**src/rtl/core/gcbp_pkg.sv**
```systemverilog
// ----------------------------------------------------------------------------
// gcbp_pkg
// Shared types and constants of the gshare confidence branch predictor.
// ----------------------------------------------------------------------------
`default_nettype none

package gcbp_pkg;

   // request opcodes
   localparam logic OP_PREDICT = 1'b0;
   localparam logic OP_RESOLVE = 1'b1;

   // configuration register indexes
   localparam logic [1:0] CSR_CONFIDENCE_LIMIT = 2'd0;
   localparam logic [1:0] CSR_CONFIDENCE_HALF  = 2'd1;
   localparam logic [1:0] CSR_STREAK_THRESHOLD = 2'd2;

   localparam int CSR_INDEX_BITS = 2;
   localparam int CSR_DATA_BITS  = 4;
   localparam int ADDRESS_BITS   = 64;
   localparam int ENTRY_BITS     = 3;
   localparam int CONF_BITS      = 4;
   localparam int RUN_BITS       = 5;

   localparam logic [CONF_BITS-1:0] LIMIT_RESET     = 4'd10;
   localparam logic [CONF_BITS-1:0] HALF_RESET      = 4'd5;
   localparam logic [CONF_BITS-1:0] THRESHOLD_RESET = 4'd15;

   // counter entry levels
   localparam logic [ENTRY_BITS-1:0] ENTRY_RESET       = 3'd4;
   localparam logic [ENTRY_BITS-1:0] ENTRY_MAX         = 3'd7;
   localparam logic [ENTRY_BITS-1:0] ENTRY_STRONG_T    = 3'd6;
   localparam logic [ENTRY_BITS-1:0] ENTRY_WEAK_T      = 3'd4;
   localparam logic [ENTRY_BITS-1:0] ENTRY_WEAK_NT     = 3'd2;

   typedef struct packed {
      logic clear_wr;  // write reset value during the clearing sweep
      logic accept;    // request beat taken this cycle
      logic exec;      // table entry is valid, decide or update
   } ctrl_cmd_type;

   typedef struct packed {
      logic clear_last;  // sweep is at the last entry
   } dp_status_type;

endpackage

`default_nettype wire

```
**src/rtl/core/gcbp_ctrl.sv**
```systemverilog
// ----------------------------------------------------------------------------
// gcbp_ctrl
// Sequencer: table clearing sweep, request acceptance, decide/update step.
// ----------------------------------------------------------------------------
`default_nettype none

module gcbp_ctrl
   import gcbp_pkg::*;
(
   input  wire logic          clock,
   input  wire logic          reset,
   input  wire logic          start,
   output logic               busy,
   input  wire dp_status_type status,
   output ctrl_cmd_type       cmd
);

   typedef enum logic [1:0] {
      ST_CLEAR,
      ST_IDLE,
      ST_EXEC
   } state_type;

   state_type state_ff;
   logic      busy_ff;

   always_ff @(posedge clock) begin
      if (reset) begin
         state_ff <= ST_CLEAR;
         busy_ff  <= 1'b1;
      end else begin
         case (state_ff)
            ST_CLEAR: begin
               if (status.clear_last) begin
                  state_ff <= ST_IDLE;
                  busy_ff  <= 1'b0;
               end
            end
            ST_IDLE: begin
               if (start) begin
                  state_ff <= ST_EXEC;
                  busy_ff  <= 1'b1;
               end
            end
            ST_EXEC: begin
               state_ff <= ST_IDLE;
               busy_ff  <= 1'b0;
            end
            default: begin
               state_ff <= ST_IDLE;
               busy_ff  <= 1'b0;
            end
         endcase
      end
   end

   assign busy         = busy_ff;
   assign cmd.clear_wr = (state_ff == ST_CLEAR);
   assign cmd.accept   = (state_ff == ST_IDLE) && start;
   assign cmd.exec     = (state_ff == ST_EXEC);

endmodule

`default_nettype wire

```
**config.mk**
```make
export PLATFORM = sky130hd
export DESIGN_NAME = gcbp_ctrl
export DESIGN_NICKNAME = d
export VERILOG_FILES = /design/src/rtl/core/gcbp_pkg.sv /design/src/rtl/core/gcbp_ctrl.sv
export SDC_FILE = /design/constraint.sdc
export NUM_CORES = 1
export LEC_CHECK = 0
export ABC_AREA = 0
export BUFFER_PORTS_ARGS = -buffer_cell sky130_fd_sc_hd__buf_2
export CAP_MARGIN = 20
export CORE_AREA = 2 2 39 41
export DETAILED_ROUTE_END_ITERATION = 6
export DIE_AREA = 0 0 41 43
export PLACE_DENSITY_LB_ADDON = 0.1
export SKIP_LAST_GASP = 1
export SLEW_MARGIN = 10
export SYNTH_ARGS = -nofsm -noshare
export SYNTH_HDL_FRONTEND = slang
export SYNTH_SLANG_ARGS = --single-unit
```
**constraint.sdc**
```tcl
create_clock -name clock -period 1.4 [get_ports clock]
set_clock_uncertainty 0.2 [all_clocks]
set_input_delay 0.28 -clock clock [delete_from_list [all_inputs] [get_ports clock]]
set_output_delay 0.28 -clock clock [all_outputs]
set_load 0.05 [all_outputs]
```
; After elaboration in Yosys (flattened, before gate mapping)
; Index checks and enable logic that the tools add are counted.
[totals]
regBits = 3
input_bits = 4
out_inout_bits = 4
word_cells = 15
[op_classes]
eq_ne = 4
muxes = 6
reduce_logical = 3
[ops]
columns = cell, n
row1 = $mux 2, 2
row2 = $ne 2x2->1 const B, 2
row3 = $pmux 2 s2, 1
row4 = $eq 2x1->1 const B, 1
row5 = $eq 2x2->1 const B, 1
row6 = $logic_not 2->1, 1
row7 = $mux 1, 2
row8 = $pmux 1 s2, 1
row9 = $reduce_and 2->1, 1
row10 = $logic_and 1x1->1, 1

; Logic depth before layout (Yosys ltp)
[logic_depth]
word_depth = 3
mapped_depth = 2
mapped_depth_nobuf = 2

; Worst setup path before layout
; Ideal clock, no wire load.
[synth_timing]
path_kind = register to output
from = reg state_ff[1]
to = out cmd[0] in the netlist's numbering
arrival_time_ns = 1.091
required_ns = 0.920
path_slack_ns = -0.171
path_stages_with_launch = 2
path_buffers = 0
cell_sequence = dfxtp_1 -> nor2b_1
[synth_lines]
columns = item, line
row1 = start: declaration, gcbp_ctrl.sv:24  ; state_type state_ff;
row2 = start signal: assignment, gcbp_ctrl.sv:29  ; state_ff <= ST_CLEAR;
row3 = start signal: assignment, gcbp_ctrl.sv:35  ; state_ff <= ST_IDLE;
row4 = start signal: assignment, gcbp_ctrl.sv:41  ; state_ff <= ST_EXEC;
row5 = end: declaration, gcbp_ctrl.sv:15  ; output ctrl_cmd_type cmd

==> impl_summary.md <==
Status
The run finished, with violations left. The checks that failed: setup timing.

Route
The via count normalized by instance count is 3.310. The number of remaining DRC errors is 0. For this run, the detailed router's first-pass iteration total came to 1.

Dividing the detail-routed wire length by the instance count gives 8.071 um. The number of DRC markers in iteration 0 is 0. The routed wire length is 339 um. The total vias in the final route is 139. The detail route stage leaves a number of antenna-violating nets equal to 0.

Power
The power density over the cells is 1279 nW/um^2. In this run, the clock network consumes 46.0% of the power. Per report_power, the sequential group accounts for 30.6% of the total. The net switching share of the total power is 28.21%. The part of the total power dissipated in combinational logic is 23.4%.

The switching power is 89.88 uW. Summed over all cells, the static leakage comes to 0.1117 nW. The peak supply drop is 0.2915 mV. The internal power is 228.7 uW.

Finish
The number of nets in the layout is 31. Summing all flip-flop and latch instances after layout gives 61.31 sq um. The number of non-filler instances in the completed layout is 42. The area of the multi-input gates is 72.57 sq um. Of the cells placed in the final design, the portion with a size suffix greater than 1 is 57.69%.

The area added between synthesis and finish is 91.35%. The area of all placed cells without fillers is 249.0 sq um. The diode insertion count for antenna repair is 0. The layout filler cell count is 161.

Global routing
Summed over all layers, the global routing overflow is 0. The met1 demand-to-capacity share in global routing is 5.128%. The largest net degree at the start of global routing is 7. The layer flagged by global routing as most heavily used is met4. The global routing usage on met3 is 5.759%. The initial antenna violation count is 0. The overall track demand over capacity in global routing is 5.416%.

For met2 alone, demand over resource in global routing was 4.688%. The wire length of the first global-routing pass is 510 um. The number of global-route vias before repair is 125.

Hold path
The end point of the most critical hold path is busy$_SDFFE_PP1P_. The tightest min-delay check is of the primary input to flip-flop type. The worst hold path begins at reset.

The worst hold path was traced through 3 stages.

Worst setup path
The worst setup path is captured at an output port. The slowest stage cell on the critical path is sky130_fd_sc_hd__dfxtp_2. STA puts the critical path data required time at 0.92 ns. The setup slack on the worst flop-to-flop path is 0.27 ns.

The critical path is of the flip-flop to output port type. In this run the critical register-to-register path is captured at state_ff[0]$_SDFFE_PP0P_. The start of the worst register-to-register path is state_ff[0]$_SDFFE_PP0P_. STA classifies the critical path startpoint as a flip-flop. Traced cell by cell, the critical path runs through and3b_2, buf_6.

The number of buffers and inverters on the critical path is 1. At the worst endpoint, the arrival time is 0.97 ns. Measured in cells, the most critical reg-to-reg path has a length of 3.

The worst stage delay on the critical path is 0.36 ns. On the critical path the largest part of the delay comes from flip-flops. The highest fanout seen on the critical path is 6.

Yosys
The portion of synthesized area spent on multiplexers is 0%. The top-area cell type share of the netlist area is 46.15%. The mapped netlist covers 130.1 sq um. The post-synthesis compound-gate area fraction is 17.31%.

Sequential elements use 46.15% of the synthesized area. Of the total synthesized cell area, the portion taken by XOR and XNOR cells is 0%. Synthesis inferred 3 register bits.

The biggest area consumer among synthesized cells is sky130_fd_sc_hd__dfxtp_1. The synthesized netlist net count is 18. Summing the areas of all fa, ha and maj instances in the mapped netlist gives 0% of the synthesized area.

Counting instances in the post-synthesis netlist gives the leading cell types as 3 x sky130_fd_sc_hd__dfxtp_1, 3 x sky130_fd_sc_hd__nor2b_1. After synthesis, the cell types taking the most area are sky130_fd_sc_hd__dfxtp_1 46%, sky130_fd_sc_hd__nor2b_1 14%, sky130_fd_sc_hd__and3b_1 6.7%, sky130_fd_sc_hd__o221ai_1 6.7%, sky130_fd_sc_hd__o31a_1 6.7%. A synthesized cell averages 9.295 sq um.

For this run, asynchronously set or reset flops after synthesis account for 0%. The number of distinct library cells after synthesis is 10. By area, the combinational part of the netlist is dominated by simple AND/OR/NAND/NOR gates.

The synthesized design contains 0 enable-type register cells. Synthesis produced a netlist whose cell count is 14. The simple-gate portion of the synthesized area is 33.65%.

The commonest register cell after synthesis is sky130_fd_sc_hd__dfxtp_1. Yosys printed 0 warnings.

Floorplanning
The width of the die is 41 um. The starting density of the core is 9.403%. The core region is 1384 sq um. The die covers 1763 sq um. In this run the vertical extent of the chip is 43 um.

The total number of placement rows is 14. 8 I/O pins were placed.

Timing
The tightest slew margin relative to the limit is 83.37%. The count of endpoints failing hold in the final timing report is 0. The final critical-path required period is 1.454 ns. Setup repair after global routing could not meet its margin everywhere. The number of pins with negative max-slew slack in the final report was 0. The fraction of the cycle the final worst path needs is 103.8%. The setup slack after layout is -0.05353 ns. Setup violations remaining at the end of the flow were counted as 3.

On the final layout, the worst hold slack is 0.08206 ns. For the pin with the worst max-slew slack, the measured transition is 0.2512 ns. For this run, the top clock speed supported by timing is 688.0 MHz. The setup TNS is -0.06314 ns.

Place
The final weighted congestion of routability-driven global placement is 0.5697. The worst setup slack after placement is 0.07771 ns. The quantity of I/O buffers inserted on ports is 7. The placed instances occupy a cell area of 197.7 sq um. The cell count after placement is 38.

Clock network
After clock tree synthesis, the clock-pin slew on the worst setup and hold paths is 0.03 ns. The number of hold-repair buffers added at the cts stage is 0. The clock latency on the worst-skew pair is 0.23 ns. TritonCTS built the clock tree. The clock tree root driver cell is sky130_fd_sc_hd__clkbuf_4.

In this run, CTS created clock tree buffers numbering 3. The longest clock path from root to sink contains 2 buffers. CTS built an H-tree with a depth of 1. The tree built by TritonCTS fans out to 3 sinks. Once the clock tree was built, the setup fixing pass inserted 0 buffers.

Job
The number of maximum-capacitance violations is 0.
## registers in the layout, summed over array words and instances, names as in the netlist
signal / flops
state_ff: 2
busy: 1
## tightest hold or removal path: cells and delay by family
family | cells | cell delay (ns)
AOI/OAI and AO/OA | 1 | 0.07
buffers and inverters | 2 | 0.12
## metrics by stage
stage | power (mW) | util, %
2_1_floorplan | 0.1436 | -
3_3_place_gp | 0.1650 | 14.29
3_5_place_dp | 0.1630 | 14.29
4_1_cts | 0.3288 | 17.99
5_1_grt | 0.3398 | 17.99
6_report | 0.3186 | 17.99
## power groups by stage
stage               registers, mW  clock network, mW  logic, mW
finish                     0.0974              0.147     0.0745
global route               0.0985              0.162     0.0790
CTS                        0.0976              0.156     0.0748
detailed placement         0.0981                  0     0.0649
global placement           0.0984                  0     0.0665
floorplan                   0.109                  0     0.0346
## logic make-up after synthesis
logic type             after synthesis
AOI/OAI and AO/OA                    3
buffers and inverters                1
DFF                                  3
and+or+nand+nor                      7
## metal layers
layer | up-vias | routed length [um] | part of all wire (%)
met5 | - | 0 | 0
met1 | 61 | 141 | 42
met4 | 0 | 6 | 1.8
met3 | 2 | 53 | 16
met2 | 5 | 137 | 40
li1 | 71 | - | -
## cells in the final DEF, fill, tap and decap left out, drive strengths merged
cell and instances:
nor2 1, o31a 1, nand2b 1, dfxtp 3, and3b 1, o221ai 1
buf 8, nor2b 3, clkbuf 4, o21ai 1, and2 1, inv 1
## worst max-delay path by stage
stage,start,end,slack (ns),depth (start not counted)
final,state_ff[1]$_SDFFE_PP0P_,cmd[1],-0.05,2
after global routing,state_ff[1]$_SDFFE_PP0P_,cmd[1],-0.09,2
after CTS,state_ff[1]$_SDFFE_PP0P_,cmd[1],-0.07,2
after detailed placement,state_ff[1]$_SDFFE_PP0P_,cmd[1],0.08,2
after global placement,state_ff[1]$_SDFFE_PP0P_,cmd[1],0.08,2
after floorplan,state_ff[0]$_SDFFE_PP0P_,cmd[1],0.04,1
## repair_timing
item | in CTS | in global routing
setup endpoints to repair | 3 | 3
gates resized for setup | 9 | 0
cloned | 0 | 0
## area by class of cell
type	count	share of cell area (%)
Multi-Input combinational cell	10	29.15
Timing Repair Buffer	8	26.13
Sequential cell	3	24.62
Clock buffer	4	10.55
Tap cell	16	8.040
Inverter	1	1.508
Power figures use the tool's default switching activity.
